File: src/sv/lgs_pkg.sv
// lgs_pkg: shared types, register codes and helpers of the Life generation stencil.
// Depends on nothing; used by lgs_col_cell, lgs_rule and life_generation_stencil.
`timescale 1ns / 1ps
`default_nettype none

package lgs_pkg;

	localparam int DIM_W   = 11;    // width of board_width / board_height
	localparam int DIM_MIN = 3;
	localparam int DIM_MAX = 2047;  // largest value an 11-bit register holds
	localparam logic [DIM_W-1:0] DIM_RESET = 11'd400;

	localparam int IDX_W = 1;

	typedef enum logic [IDX_W-1:0] {
		REG_BOARD_WIDTH  = 1'b0,
		REG_BOARD_HEIGHT = 1'b1
	} reg_idx_t;

	// one column of the 3x3 window
	typedef struct packed {
		logic lower;
		logic middle;
		logic upper;
	} col_t;

	// column plus its live count, handed from cell to cell
	typedef struct packed {
		col_t       bits;
		logic [1:0] sum;
	} tap_t;

	// per-item control carried alongside the line store read
	typedef struct packed {
		logic produce;
		logic interior;
		logic last;
	} ctl_t;

	function automatic logic [1:0] col_sum(col_t c);
		return {1'b0, c.upper} + {1'b0, c.middle} + {1'b0, c.lower};
	endfunction

	function automatic logic [DIM_W-1:0] clamp_dim(logic [DIM_W-1:0] v,
			logic [DIM_W-1:0] cap);
		if (v < DIM_W'(DIM_MIN)) begin
			return DIM_W'(DIM_MIN);
		end else if (v > cap) begin
			return cap;
		end
		return v;
	endfunction

endpackage

`default_nettype wire

File: src/sv/life_generation_stencil.sv
// life_generation_stencil: streaming Conway Life (B3/S23) generation, top level.
// Depends on lgs_pkg, lgs_ram, lgs_col_cell and lgs_rule.
`timescale 1ns / 1ps
`default_nettype none

// The board streams in raster order, one cell per item (cmd = 0), and must be
// followed by exactly board_width+1 drain items (cmd = 1) so that the last
// results flush. The block takes one item per clock unless it stalls as below. An
// item is taken into a read stage that addresses the line store RAM; as it leaves
// that stage it joins the window and its result, if any, is loaded into the result
// register, from which it is offered.
// Item k of a frame returns the next state of cell k-board_width-1; the
// first board_width+1 items of a frame return nothing. The result of the very
// last cell carries frame_end. Cells of the first and last row and column are
// passed through unchanged. The only stall is a result waiting in the output
// register while the read stage holds another item that makes a result.
// board_width and board_height are clamped to 3..MAX_WIDTH / MAX_HEIGHT (at most 2047); a
// write to either restarts the frame (line store contents are kept). The line
// store is not cleared at reset: bits read before they are written only ever
// reach pass-through border results.

module life_generation_stencil #(
	parameter int MAX_WIDTH  = 1024,
	parameter int MAX_HEIGHT = 1024
) (
	input  wire logic                      clk,
	input  wire logic                      arst_n,

	input  wire logic                      cfg_we,
	input  wire logic [lgs_pkg::IDX_W-1:0] cfg_index,
	input  wire logic [lgs_pkg::DIM_W-1:0] cfg_data,

	input  wire logic                      item_valid,
	output logic                           item_ready,
	input  wire logic                      cmd,
	input  wire logic                      cell_req,

	output logic                           res_valid,
	input  wire logic                      res_ready,
	output logic                           next_cell,
	output logic                           frame_end
);

	localparam int DW = lgs_pkg::DIM_W;
	localparam int CW = $clog2(MAX_WIDTH);       // column counter / RAM address
	localparam int RW = $clog2(MAX_HEIGHT + 2);  // row counter, reaches height+1
	localparam int XW = (CW > DW) ? CW : DW;     // column compare width
	localparam int YW = ((RW > DW) ? RW : DW) + 1; // row compare width

	localparam logic [DW-1:0] WIDTH_CAP =
		DW'((MAX_WIDTH > lgs_pkg::DIM_MAX) ? lgs_pkg::DIM_MAX : MAX_WIDTH);
	localparam logic [DW-1:0] HEIGHT_CAP =
		DW'((MAX_HEIGHT > lgs_pkg::DIM_MAX) ? lgs_pkg::DIM_MAX : MAX_HEIGHT);

	// configuration, stored already clamped
	logic [DW-1:0] width_q;
	logic [DW-1:0] height_q;

	// raster position of the next item
	logic [CW-1:0] col_q;
	logic [RW-1:0] row_q;

	// read stage
	logic          s1_valid_q;
	logic          cell_s1;
	logic [CW-1:0] addr_s1;
	lgs_pkg::ctl_t ctl_s1;

	// result register
	logic          res_valid_q;
	logic          next_cell_q;
	logic          frame_end_q;

	logic          accept;
	logic          adv1;
	logic          cell_in;
	lgs_pkg::ctl_t ctl_in;
	logic [XW-1:0] col_x;
	logic [XW-1:0] w_x;
	logic [YW-1:0] row_x;
	logic [YW-1:0] h_x;
	logic          col_wrap;
	logic [1:0]    line_rd;
	lgs_pkg::tap_t tap_new;
	lgs_pkg::tap_t tap0_q;
	lgs_pkg::tap_t tap1_q;
	logic          win_clear;
	logic          rule_out;

	assign accept  = item_valid && item_ready;
	assign cell_in = cmd ? 1'b0 : cell_req;  // a drain shifts in a dead cell

	// position decode
	assign col_x    = XW'(col_q);
	assign w_x      = XW'(width_q);
	assign row_x    = YW'(row_q);
	assign h_x      = YW'(height_q);
	assign col_wrap = (col_x == w_x - XW'(1));

	// results start one row and one column into the frame; the frame ends at
	// column 0 of row height+1
	assign ctl_in.produce  = (row_q >= RW'(2)) || ((row_q == RW'(1)) && (col_q != '0));
	assign ctl_in.last     = (row_x == h_x + YW'(1)) && (col_q == '0);
	assign ctl_in.interior = (col_x >= XW'(2)) && (row_q >= RW'(2))
		&& (row_x + YW'(1) <= h_x);

	// configuration and raster counters
	always_ff @(posedge clk or negedge arst_n) begin
		if (!arst_n) begin
			width_q  <= lgs_pkg::clamp_dim(lgs_pkg::DIM_RESET, WIDTH_CAP);
			height_q <= lgs_pkg::clamp_dim(lgs_pkg::DIM_RESET, HEIGHT_CAP);
			col_q    <= '0;
			row_q    <= '0;
		end else begin
			priority if (cfg_we) begin
				unique case (lgs_pkg::reg_idx_t'(cfg_index))
					lgs_pkg::REG_BOARD_WIDTH: begin
						width_q <= lgs_pkg::clamp_dim(cfg_data, WIDTH_CAP);
					end
					lgs_pkg::REG_BOARD_HEIGHT: begin
						height_q <= lgs_pkg::clamp_dim(cfg_data, HEIGHT_CAP);
					end
				endcase
				col_q <= '0;
				row_q <= '0;
			end else if (accept) begin
				priority if (ctl_in.last) begin
					col_q <= '0;
					row_q <= '0;
				end else if (col_wrap) begin
					col_q <= '0;
					row_q <= row_q + RW'(1);
				end else begin
					col_q <= col_q + CW'(1);
				end
			end else begin
				col_q <= col_q;
				row_q <= row_q;
			end
		end
	end

	// read stage moves on unless it holds a result that has nowhere to go
	assign adv1       = s1_valid_q && (!ctl_s1.produce || !res_valid_q || res_ready);
	assign item_ready = !s1_valid_q || adv1;

	always_ff @(posedge clk or negedge arst_n) begin
		if (!arst_n) begin
			s1_valid_q <= 1'b0;
		end else begin
			priority if (accept) begin
				s1_valid_q <= 1'b1;
			end else if (adv1) begin
				s1_valid_q <= 1'b0;
			end else begin
				s1_valid_q <= s1_valid_q;
			end
		end
	end

	always_ff @(posedge clk) begin
		if (accept) begin
			cell_s1 <= cell_in;
			addr_s1 <= col_q;
			ctl_s1  <= ctl_in;
		end
	end

	// line store: bit 1 upper row, bit 0 middle row. Read on accept, written
	// back when the item leaves the read stage (middle moves up, new cell in).
	lgs_ram #(
		.WIDTH(2),
		.DEPTH(MAX_WIDTH)
	) u_line_store (
		.clk  (clk),
		.we   (adv1),
		.waddr(addr_s1),
		.wdata({line_rd[0], cell_s1}),
		.re   (accept),
		.raddr(col_q),
		.rdata(line_rd)
	);

	// incoming window column, then two cells holding the older columns
	assign tap_new.bits.upper  = line_rd[1];
	assign tap_new.bits.middle = line_rd[0];
	assign tap_new.bits.lower  = cell_s1;
	assign tap_new.sum         = lgs_pkg::col_sum(tap_new.bits);

	// window clears after the last cell of a frame and on a register write
	assign win_clear = (adv1 && ctl_s1.last) || cfg_we;

	lgs_col_cell u_cell0 (
		.clk   (clk),
		.arst_n(arst_n),
		.shift (adv1),
		.clear (win_clear),
		.tap_in(tap_new),
		.tap_q (tap0_q)
	);

	lgs_col_cell u_cell1 (
		.clk   (clk),
		.arst_n(arst_n),
		.shift (adv1),
		.clear (win_clear),
		.tap_in(tap0_q),
		.tap_q (tap1_q)
	);

	// the window after this item's shift is {incoming, cell0, cell1}; its
	// centre sits in cell0. At column 0 that centre is the wrapped last-column
	// cell, which is a border and passes through.
	lgs_rule u_rule (
		.newest    (tap_new),
		.centre_col(tap0_q),
		.oldest    (tap1_q),
		.interior  (ctl_s1.interior),
		.next_state(rule_out)
	);

	// result register
	always_ff @(posedge clk or negedge arst_n) begin
		if (!arst_n) begin
			res_valid_q <= 1'b0;
		end else begin
			priority if (adv1 && ctl_s1.produce) begin
				res_valid_q <= 1'b1;
			end else if (res_ready) begin
				res_valid_q <= 1'b0;
			end else begin
				res_valid_q <= res_valid_q;
			end
		end
	end

	always_ff @(posedge clk) begin
		if (adv1 && ctl_s1.produce) begin
			next_cell_q <= rule_out;
			frame_end_q <= ctl_s1.last;
		end
	end

	assign res_valid = res_valid_q;
	assign next_cell = next_cell_q;
	assign frame_end = frame_end_q;

`ifndef SYNTHESIS
	// raster position stays inside the configured board
	a_col_bound: assert property (@(posedge clk) disable iff (!arst_n)
		col_x < w_x)
		else $error("column counter beyond board width");

	a_row_bound: assert property (@(posedge clk) disable iff (!arst_n)
		row_x <= h_x + YW'(1))
		else $error("row counter beyond board height plus one");

	// input stalls only behind a result waiting on a full output register
	a_stall_cause: assert property (@(posedge clk) disable iff (!arst_n)
		!item_ready |-> (s1_valid_q && ctl_s1.produce && res_valid_q && !res_ready))
		else $error("input stalled without a blocked result");

	// the frame end item always produces a result, and interior cells too
	a_last_produces: assert property (@(posedge clk) disable iff (!arst_n)
		(s1_valid_q && (ctl_s1.last || ctl_s1.interior)) |-> ctl_s1.produce)
		else $error("frame end or interior item without a result");

	// a result that leaves the read stage is offered on the next clock
	a_result_loaded: assert property (@(posedge clk) disable iff (!arst_n)
		(adv1 && ctl_s1.produce) |=> res_valid_q)
		else $error("result lost between read stage and output");
`endif

endmodule

`default_nettype wire

File: src/sv/lgs_ram.sv
// lgs_ram: generic simple dual-port RAM, one write and one registered read port.
// No dependencies.
`timescale 1ns / 1ps
`default_nettype none

module lgs_ram #(
	parameter int WIDTH = 2,
	parameter int DEPTH = 1024
) (
	input  wire logic                     clk,
	input  wire logic                     we,
	input  wire logic [$clog2(DEPTH)-1:0] waddr,
	input  wire logic [WIDTH-1:0]         wdata,
	input  wire logic                     re,
	input  wire logic [$clog2(DEPTH)-1:0] raddr,
	output logic      [WIDTH-1:0]         rdata
);

	logic [WIDTH-1:0] mem [DEPTH];

	always_ff @(posedge clk) begin
		if (we) begin
			mem[waddr] <= wdata;
		end
		if (re) begin
			rdata <= mem[raddr];
		end
	end

endmodule

`default_nettype wire

File: src/sv/lgs_col_cell.sv
// lgs_col_cell: one window column cell; holds a column and its count, shifts on.
// Depends on lgs_pkg.
`timescale 1ns / 1ps
`default_nettype none

module lgs_col_cell (
	input  wire logic          clk,
	input  wire logic          arst_n,
	input  wire logic          shift,
	input  wire logic          clear,
	input  wire lgs_pkg::tap_t tap_in,
	output lgs_pkg::tap_t      tap_q
);

	always_ff @(posedge clk or negedge arst_n) begin
		if (!arst_n) begin
			tap_q <= '0;
		end else begin
			priority if (clear) begin
				tap_q <= '0;
			end else if (shift) begin
				tap_q <= tap_in;
			end else begin
				tap_q <= tap_q;
			end
		end
	end

endmodule

`default_nettype wire

File: src/sv/lgs_rule.sv
// lgs_rule: B3/S23 decision from three window columns; borders pass through.
// Depends on lgs_pkg.
`timescale 1ns / 1ps
`default_nettype none

module lgs_rule (
	input  wire lgs_pkg::tap_t newest,
	input  wire lgs_pkg::tap_t centre_col,
	input  wire lgs_pkg::tap_t oldest,
	input  wire logic          interior,
	output logic               next_state
);

	logic       centre;
	logic [3:0] neighbors;

	assign centre = centre_col.bits.middle;

	// nine-cell count minus the centre
	assign neighbors = {2'b00, newest.sum} + {2'b00, centre_col.sum}
		+ {2'b00, oldest.sum} - {3'b000, centre};

	always_comb begin
		if (interior) begin
			next_state = (neighbors == 4'd3) || ((neighbors == 4'd2) && centre);
		end else begin
			next_state = centre;
		end
	end

endmodule

`default_nettype wire
File: config.mk
export PLATFORM = sky130hd
export DESIGN_NAME = life_generation_stencil
export DESIGN_NICKNAME = d
export VERILOG_FILES = /design/src/sv/lgs_pkg.sv /design/src/sv/life_generation_stencil.sv /design/src/sv/lgs_ram.sv /design/src/sv/lgs_col_cell.sv /design/src/sv/lgs_rule.sv
export SDC_FILE = /design/constraint.sdc
export NUM_CORES = 2
export LEC_CHECK = 0
export ABC_AREA = 1
export BUFFER_PORTS_ARGS = -buffer_cell sky130_fd_sc_hd__clkbuf_2
export CAP_MARGIN = 30
export CORE_AREA = 2 2 435 437
export CTS_BUF_LIST = sky130_fd_sc_hd__clkbuf_4 sky130_fd_sc_hd__clkbuf_8 sky130_fd_sc_hd__clkbuf_16
export CTS_CLUSTER_DIAMETER = 80
export DETAILED_ROUTE_END_ITERATION = 10
export DIE_AREA = 0 0 437 439
export GPL_ROUTABILITY_DRIVEN = 0
export PLACE_DENSITY = 0.67
export SYNTH_ARGS = -nofsm -noshare
export SYNTH_HDL_FRONTEND = slang
export SYNTH_SLANG_ARGS = --single-unit
File: constraint.sdc
create_clock -name clk -period 17.65 [get_ports clk]
set_input_delay 0.8825 -clock clk [delete_from_list [all_inputs] [get_ports clk]]
set_output_delay 0.8825 -clock clk [all_outputs]
set_load 0.01 [all_outputs]
Word-level counts from Yosys, hierarchy flattened
Memories as Yosys holds them, arrays and structs flattened. A register that Yosys moved wholly into a read port is not among the register bits.
Cells that the tools add are included.
{"block": "classes", "addsub": 10, "order_cmp": 5, "eq_ne": 5, "muxes": 29, "bitwise": 1, "n_reduce_logical": 28}
{"operator": "$mux W11", "count": 8}
{"operator": "$mux W10", "count": 4}
{"operator": "$add A11 B1 Y12 const B", "count": 2}
{"operator": "$mux W1", "count": 13}
{"operator": "$eq A11 B12 Y1", "count": 1}
{"operator": "$le A12 B11 Y1", "count": 1}
{"operator": "$add A11 B1 Y11 const B", "count": 1}
{"operator": "$eq A10 B11 Y1", "count": 1}
{"operator": "$eq A11 B1 Y1 const B", "count": 1}
{"operator": "$ge A11 B2 Y1 const B", "count": 1}
{"operator": "$gt A11 B11 Y1 const B", "count": 1}
{"operator": "$lt A11 B2 Y1 const B", "count": 1}
{"operator": "$sub A11 B1 Y11 const B", "count": 1}
{"operator": "$add A10 B1 Y10 const B", "count": 1}
{"operator": "$ge A10 B2 Y1 const B", "count": 1}
{"operator": "$logic_not A10 Y1", "count": 1}
{"operator": "$mux W5", "count": 2}
{"operator": "$reduce_bool A10 Y1", "count": 1}
{"operator": "$logic_and A1 B1 Y1", "count": 9}
{"operator": "$eq A4 B2 Y1 const B", "count": 2}
{"operator": "$reduce_bool A2 Y1", "count": 4}
{"operator": "$logic_or A1 B1 Y1", "count": 6}
{"operator": "$reduce_and A2 Y1", "count": 3}
{"operator": "$add A4 B2 Y4", "count": 1}
{"operator": "other kinds (8)", "count": 11}
{"block": "totals", "ff_bits": 66, "ram_bits": 2048, "in_bits": 19, "out_inout_bits": 4, "wordCells": 95, "mem_count": 1}
{"memory": "u_line_store.mem", "words": 1024, "width": 2, "read_ports": 1, "rd_ports_with_merged_regs": 1, "write_ports": 1, "line": "lgs_ram.sv:19", "text": "logic [WIDTH-1:0] mem [DEPTH];"}

Depth between registers and ports, before layout
{"block": "depth", "ltp_word": 9, "depth_mapped": 21, "depth_no_buf": 17}

By module
A second synthesis with hierarchy kept.
{"block": "hier_totals", "hier_cells": 8584, "area_unflattened_um2": 91505.3}
{"module": "lgs_ram", "instances": 1, "cells_each": 7976, "area_each_um2": 86973.4, "seq_area_each_um2": 61559.0}
{"module": "life_generation_stencil", "instances": 1, "cells_each": 542, "area_each_um2": 3953.8, "seq_area_each_um2": 1614.0}
{"module": "lgs_col_cell", "instances": 2, "cells_each": 22, "area_each_um2": 202.7, "seq_area_each_um2": 125.1}
{"module": "lgs_rule", "instances": 1, "cells_each": 22, "area_each_um2": 172.7, "seq_area_each_um2": 0.0}

Least setup slack after synthesis
No wires, ideal clock.
{"block": "synth_path", "path_type": "reg-to-reg", "from": "register cell_s1", "to": "register next_cell_q, in the netlist next_cell (data pin)", "setup_ns": 0.265, "arrival_ns": 16.064, "required_time_ns": 17.385, "slack_ns": 1.321, "stages_incl_launch_ff": 14, "n_path_buf": 0, "synth_period_minus_slack_ns": 16.329, "path_cell_list": "edfxtp_1 > fa_1 > ha_1 > inv_1 > fa_1 > ha_1 > inv_1 > ha_1 > a21o_1 > a21oi_1 > xnor2_1 > nor2_1 > o2111ai_1 > o21ai_0"}
{"block": "synth_between", "elab_chain_cells": 8, "word_cells_on_any_way": 9, "classes_between": "4 x add/sub; 2 x eq/ne; 1 x mux; 2 x reduce/logical"}
{"item": "from (decl)", "line": "life_generation_stencil.sv:65", "text": "logic cell_s1;"}
{"item": "from (signal assigned)", "line": "life_generation_stencil.sv:163", "text": "cell_s1 <= cell_in;"}
{"item": "$add A2 B1 Y2 *", "line": "lgs_pkg.sv:41", "text": "return {1'b0, c.upper} + {1'b0, c.middle} + {1'b0, c.lower};"}
{"item": "$add A2 B2 Y3 *", "line": "lgs_rule.sv:20", "text": "assign neighbors = {2'b00, newest.sum} + {2'b00, centre_col.sum}"}
{"item": "$add A4 B2 Y4 *", "line": "lgs_rule.sv:21", "text": "+ {2'b00, oldest.sum} - {3'b000, centre};"}
{"item": "$sub A4 B1 Y4 *", "line": "lgs_rule.sv:21"}
{"item": "$eq A4 B2 Y1", "line": "lgs_rule.sv:25", "text": "next_state = (neighbors == 4'd3) || ((neighbors == 4'd2) && centre);"}
{"item": "$logic_and A1 B1 Y1", "line": "lgs_rule.sv:25"}
{"item": "$logic_or A1 B1 Y1 *", "line": "lgs_rule.sv:25"}
{"item": "$mux W1 *", "line": "lgs_rule.sv:24", "text": "if (interior) begin"}
{"item": "net rule_out", "line": "life_generation_stencil.sv:88", "text": "logic rule_out;"}
{"item": "to (signal assigned)", "line": "life_generation_stencil.sv:239", "text": "next_cell_q <= rule_out;"}
{"item": "to (decl)", "line": "life_generation_stencil.sv:71", "text": "logic next_cell_q;"}
Mark *: on every way through the listed nets, which the timed path passes. The rest lies on a longest branch.
A chain may end at the register's enable or synchronous reset.

==> impl_metrics.py <==
metrics = {
    "worst_setup_path": {
        "critPathMostFrequentCell": "nand2_1",
        "ws_path_type": "flop to flop",
        "critical-path-slowest-cell": "buf_4",
        "crit_chain": "inv_8 -> buf_12 -> buf_4 -> nand2_1 -> nand3_1 -> nand2_1 -> nand2_1 -> nand2_1 -> nor2_1 -> nor2_1 -> nor2_1 -> nand2_1 -> nand2_1 -> nand2_1 -> nor2_1 -> nor2_1 -> nor2_1 -> nand2_1",
        "worstSetupStartpointType": "flop",
        "critPathMaxFanout": 234,
        "regToRegStartpoint": "col_q[0]$_DFFE_PN0P_",
        "worst_ep_arrival_time_ps": 6120,
        "worst_reg2reg_path_depth": 18,
        "critPathMaxStageDelay_ps": 850,
        "flop_to_flop_setup_slack_ps": 12110,
        "critPathCaptureType": "flop",
        "required_time_reported_for_the_critical_path_endpoint_ps": 18230,
        "regToRegEndpoint": "u_line_store.rdata[1]$_DFFE_PP_",
    },
    "cts": {
        "clkTransAtPathRegs_ps": 60,
        "clock_insertion_delay_worst_skew_ps": 830,
        "cts_made_buffers": 206,
        "clock-sinks": 2116,
        "postCtsHoldBufs": 0,
        "cts.htree.levels": 4,
        "cts_repair_resize_count": 0,
        "clock_tree.buffer_depth": 3,
        "tritoncts": "built",
        "cts_setup_buffers": 0,
        "clock_tree.root_cell": "clkbuf_16",
    },
    "timing": {
        "slew_headroom_pct": 8.53,
        "post-route-period-util_pct": 31.4,
        "timing.clock.skew_ps": 31.8,
        "period_needed_ps": 5540,
        "unrepaired_setup_endpoints_after_global_routing": "no",
        "transition_at_the_pin_with_the_smallest_max_transition_slack_ps": 1370,
        "hold-worst-slack_ps": 176,
        "fmax_ghz": 0.181,
        "timing.final.setup_violations": 0,
        "timing.final.hold_violations": 0,
        "timing.final.max_slew_violations": 0,
        "fin_setup_tns_ps": 0,
    },
    "placement": {
        "port-buffer-count": 22,
        "hpwlAfterDp_um": 134000,
        "dpl_cell_area_mm2": 0.0956,
    },
    "global_route": {
        "grtUsageTotal_pct": 26.4,
        "grt_max_degree": 241,
        "antenna_found_initial": 6,
        "grt_pass1_wl_um": 384000,
        "global_route.overflow_total": 0,
        "grt_pass1_vias": 64100,
    },
    "synth": {
        "netlist_area_mm2": 0.0932,
        "yosys_warnings": 0,
        "synth.lib_cells_used.distinct": 45,
        "synth_largest_area_cell": "edfxtp_1",
        "synthesis.instances": 9458,
        "synth_nets": 9505,
        "synth.ff_latch_count": 2116,
        "synth_seq_area_share_pct": 67.9,
        "synth_top_cell_area_share_pct": 66.6,
        "synth.avg_cell_area_um2": 9.86,
        "yosys-top-cells-area": "edfxtp_1 (67%), nand2_1 (11%), nor2_1 (9.9%)",
    },
    "floorplan": {
        "floorplan.io_pins": 23,
        "core_region_area_mm2": 0.187,
        "rows": 159,
        "initial_utilization_pct": 49.8,
        "die_height_um": 439,
        "die_width_um": 437,
        "die_area_mm2": 0.192,
    },
    "power_and_ir_drop": {
        "power_leakage_uw": 0.0380,
        "total_power_uw": 11500,
        "irDropWorstVdd_mv": 0.103,
        "pwr_density_cell_mw_per_mm2": 112,
    },
    "drt": {
        "routed_wl_um": 257000,
        "drt_drc_violations_left": 0,
        "vias_per_cell": 5.58,
        "detail_route.iter0.violations": 8191,
        "dr_total_vias": 66400,
        "detail_route.wl_per_cell_um": 21.6,
        "drtAntennaViolNets": 0,
        "pre_repair_dr_iteration_count": 5,
    },
    "cells_and_area": {
        "syn2layout_area_growth_pct": 9.71,
        "layout-drive-gt1-share_pct": 6.00,
        "design_area_mm2": 0.102,
        "fill_cells": 16200,
        "multi_input_area_mm2": 0.0258,
        "final_common_cell": "nand2_1",
        "most-common-layout-cells": "nand2_1 (2,604), nor2_1 (2,446), edfxtp_1 (2,066)",
        "seqCellArea_mm2": 0.0633,
        "final_core_utilization_pct": 54.7,
        "layout.nets": 9272,
    },
    "hold_path": {
        "hp-class": "primary input to asynchronous set/reset pin",
    },
    "flow_run": {
        "max_cap_viol_count": 0,
    },
    "outcome": {
        "outcome": "finished clean",
    },
}
synth_stat cells, drive strengths merged:
cell type  number
a21boi          1
or2             4
nor4            3
o2111ai         1
dfrtp          44
fa              3
o22ai          15
o211ai          1
a221oi          1
nand4          35
o21bai          2
a211o           1
o21a            1
clkbuf        341
a211oi          1
o41ai           1
o21ai         826
a31oi           1
xor2           34
o31ai           1
clkinv          6
ha             25
nand2        2624
buf           271
and2            1
inv           440
a21oi          22
edfxtp       2066
nand3         190
nor2         2452
a2111o          1
dfstp           6
xnor2           8
a21o            1
nor3           28
cells by family after synthesis:
kind of cell | count (synthesis) | share of synthesized area [%]
simple gates | 5337 | 21.9
fa+ha+maj | 28 | 0.400
buf+inv | 1058 | 4.61
flops | 2116 | 67.9
xor+xnor | 42 | 0.395
compound gates | 877 | 4.77
per-stage QoR:
stage / setup WS [ps] / cells
after floorplan: 1320 / 9458
after global placement: 12320 / 11500
after detailed placement: 12290 / 11500
after CTS: 12260 / 11900
after global routing: 11870 / 11900
final: 12110 / 11900
state kept, by name (all words and copies together) (netlist names):
signal              flops
col_q                  10
u_cell0.tap_q           3
row_q                  11
ctl_s1                  3
u_line_store.mem     2048
w_x                    11
next_cell               1
height_q               11
addr_s1                10
frame_end               1
u_cell1.tap_q           2
s1_valid_q              1
res_valid               1
u_line_store.rdata      2
cell_s1                 1
final cells by class:
| cell class | count | share of cell area [%] |
|---|---|---|
| flip-flops and latches | 2116 | 61.9 |
| clock buffers | 277 | 5.66 |
| multi-input cells | 6284 | 25.2 |
| diodes | 3 | 0.00734 |
| repair buffers | 171 | 1.63 |
| well taps | 2495 | 3.05 |
| inverters | 446 | 1.66 |
| clock inverters | 105 | 0.848 |
layer usage:
metal  global-route usage, %  routed length (um)  up-vias
li1                        -                   -    30500
met1                    34.9              101000    32200
met2                    44.7              123000     3150
met3                    3.76               23700      504
met4                    9.39                9220        0
met5                       0                   0        -
report_power, final:
group / switching [uW] / internal, uW / total, uW
Clock: 1870 / 2500 / 4370
Sequential: 25.2 / 5630 / 5660
Combinational: 1060 / 363 / 1420
worst max-delay path by stage:
stage | from | to | slack, ps | cells after the start
floorplan | cell_s1$_SDFFCE_PP0P_ | next_cell$_DFFE_PP_ | 1320 | 13
global placement | col_q[0]$_DFFE_PN0P_ | u_line_store.rdata[1]$_DFFE_PP_ | 12320 | 18
detailed placement | col_q[0]$_DFFE_PN0P_ | u_line_store.rdata[1]$_DFFE_PP_ | 12290 | 18
CTS | col_q[0]$_DFFE_PN0P_ | u_line_store.rdata[1]$_DFFE_PP_ | 12260 | 18
global route | col_q[0]$_DFFE_PN0P_ | u_line_store.rdata[1]$_DFFE_PP_ | 11870 | 18
finish | col_q[0]$_DFFE_PN0P_ | u_line_store.rdata[1]$_DFFE_PP_ | 12110 | 18
critical path, delay by kind of cell, from the launching register on:
kind,cells,cell delay [ps]
buf+inv,3,2110
flops,1,760
simple gates,15,1840
Note: power is estimated with default switching activity, not from simulation.
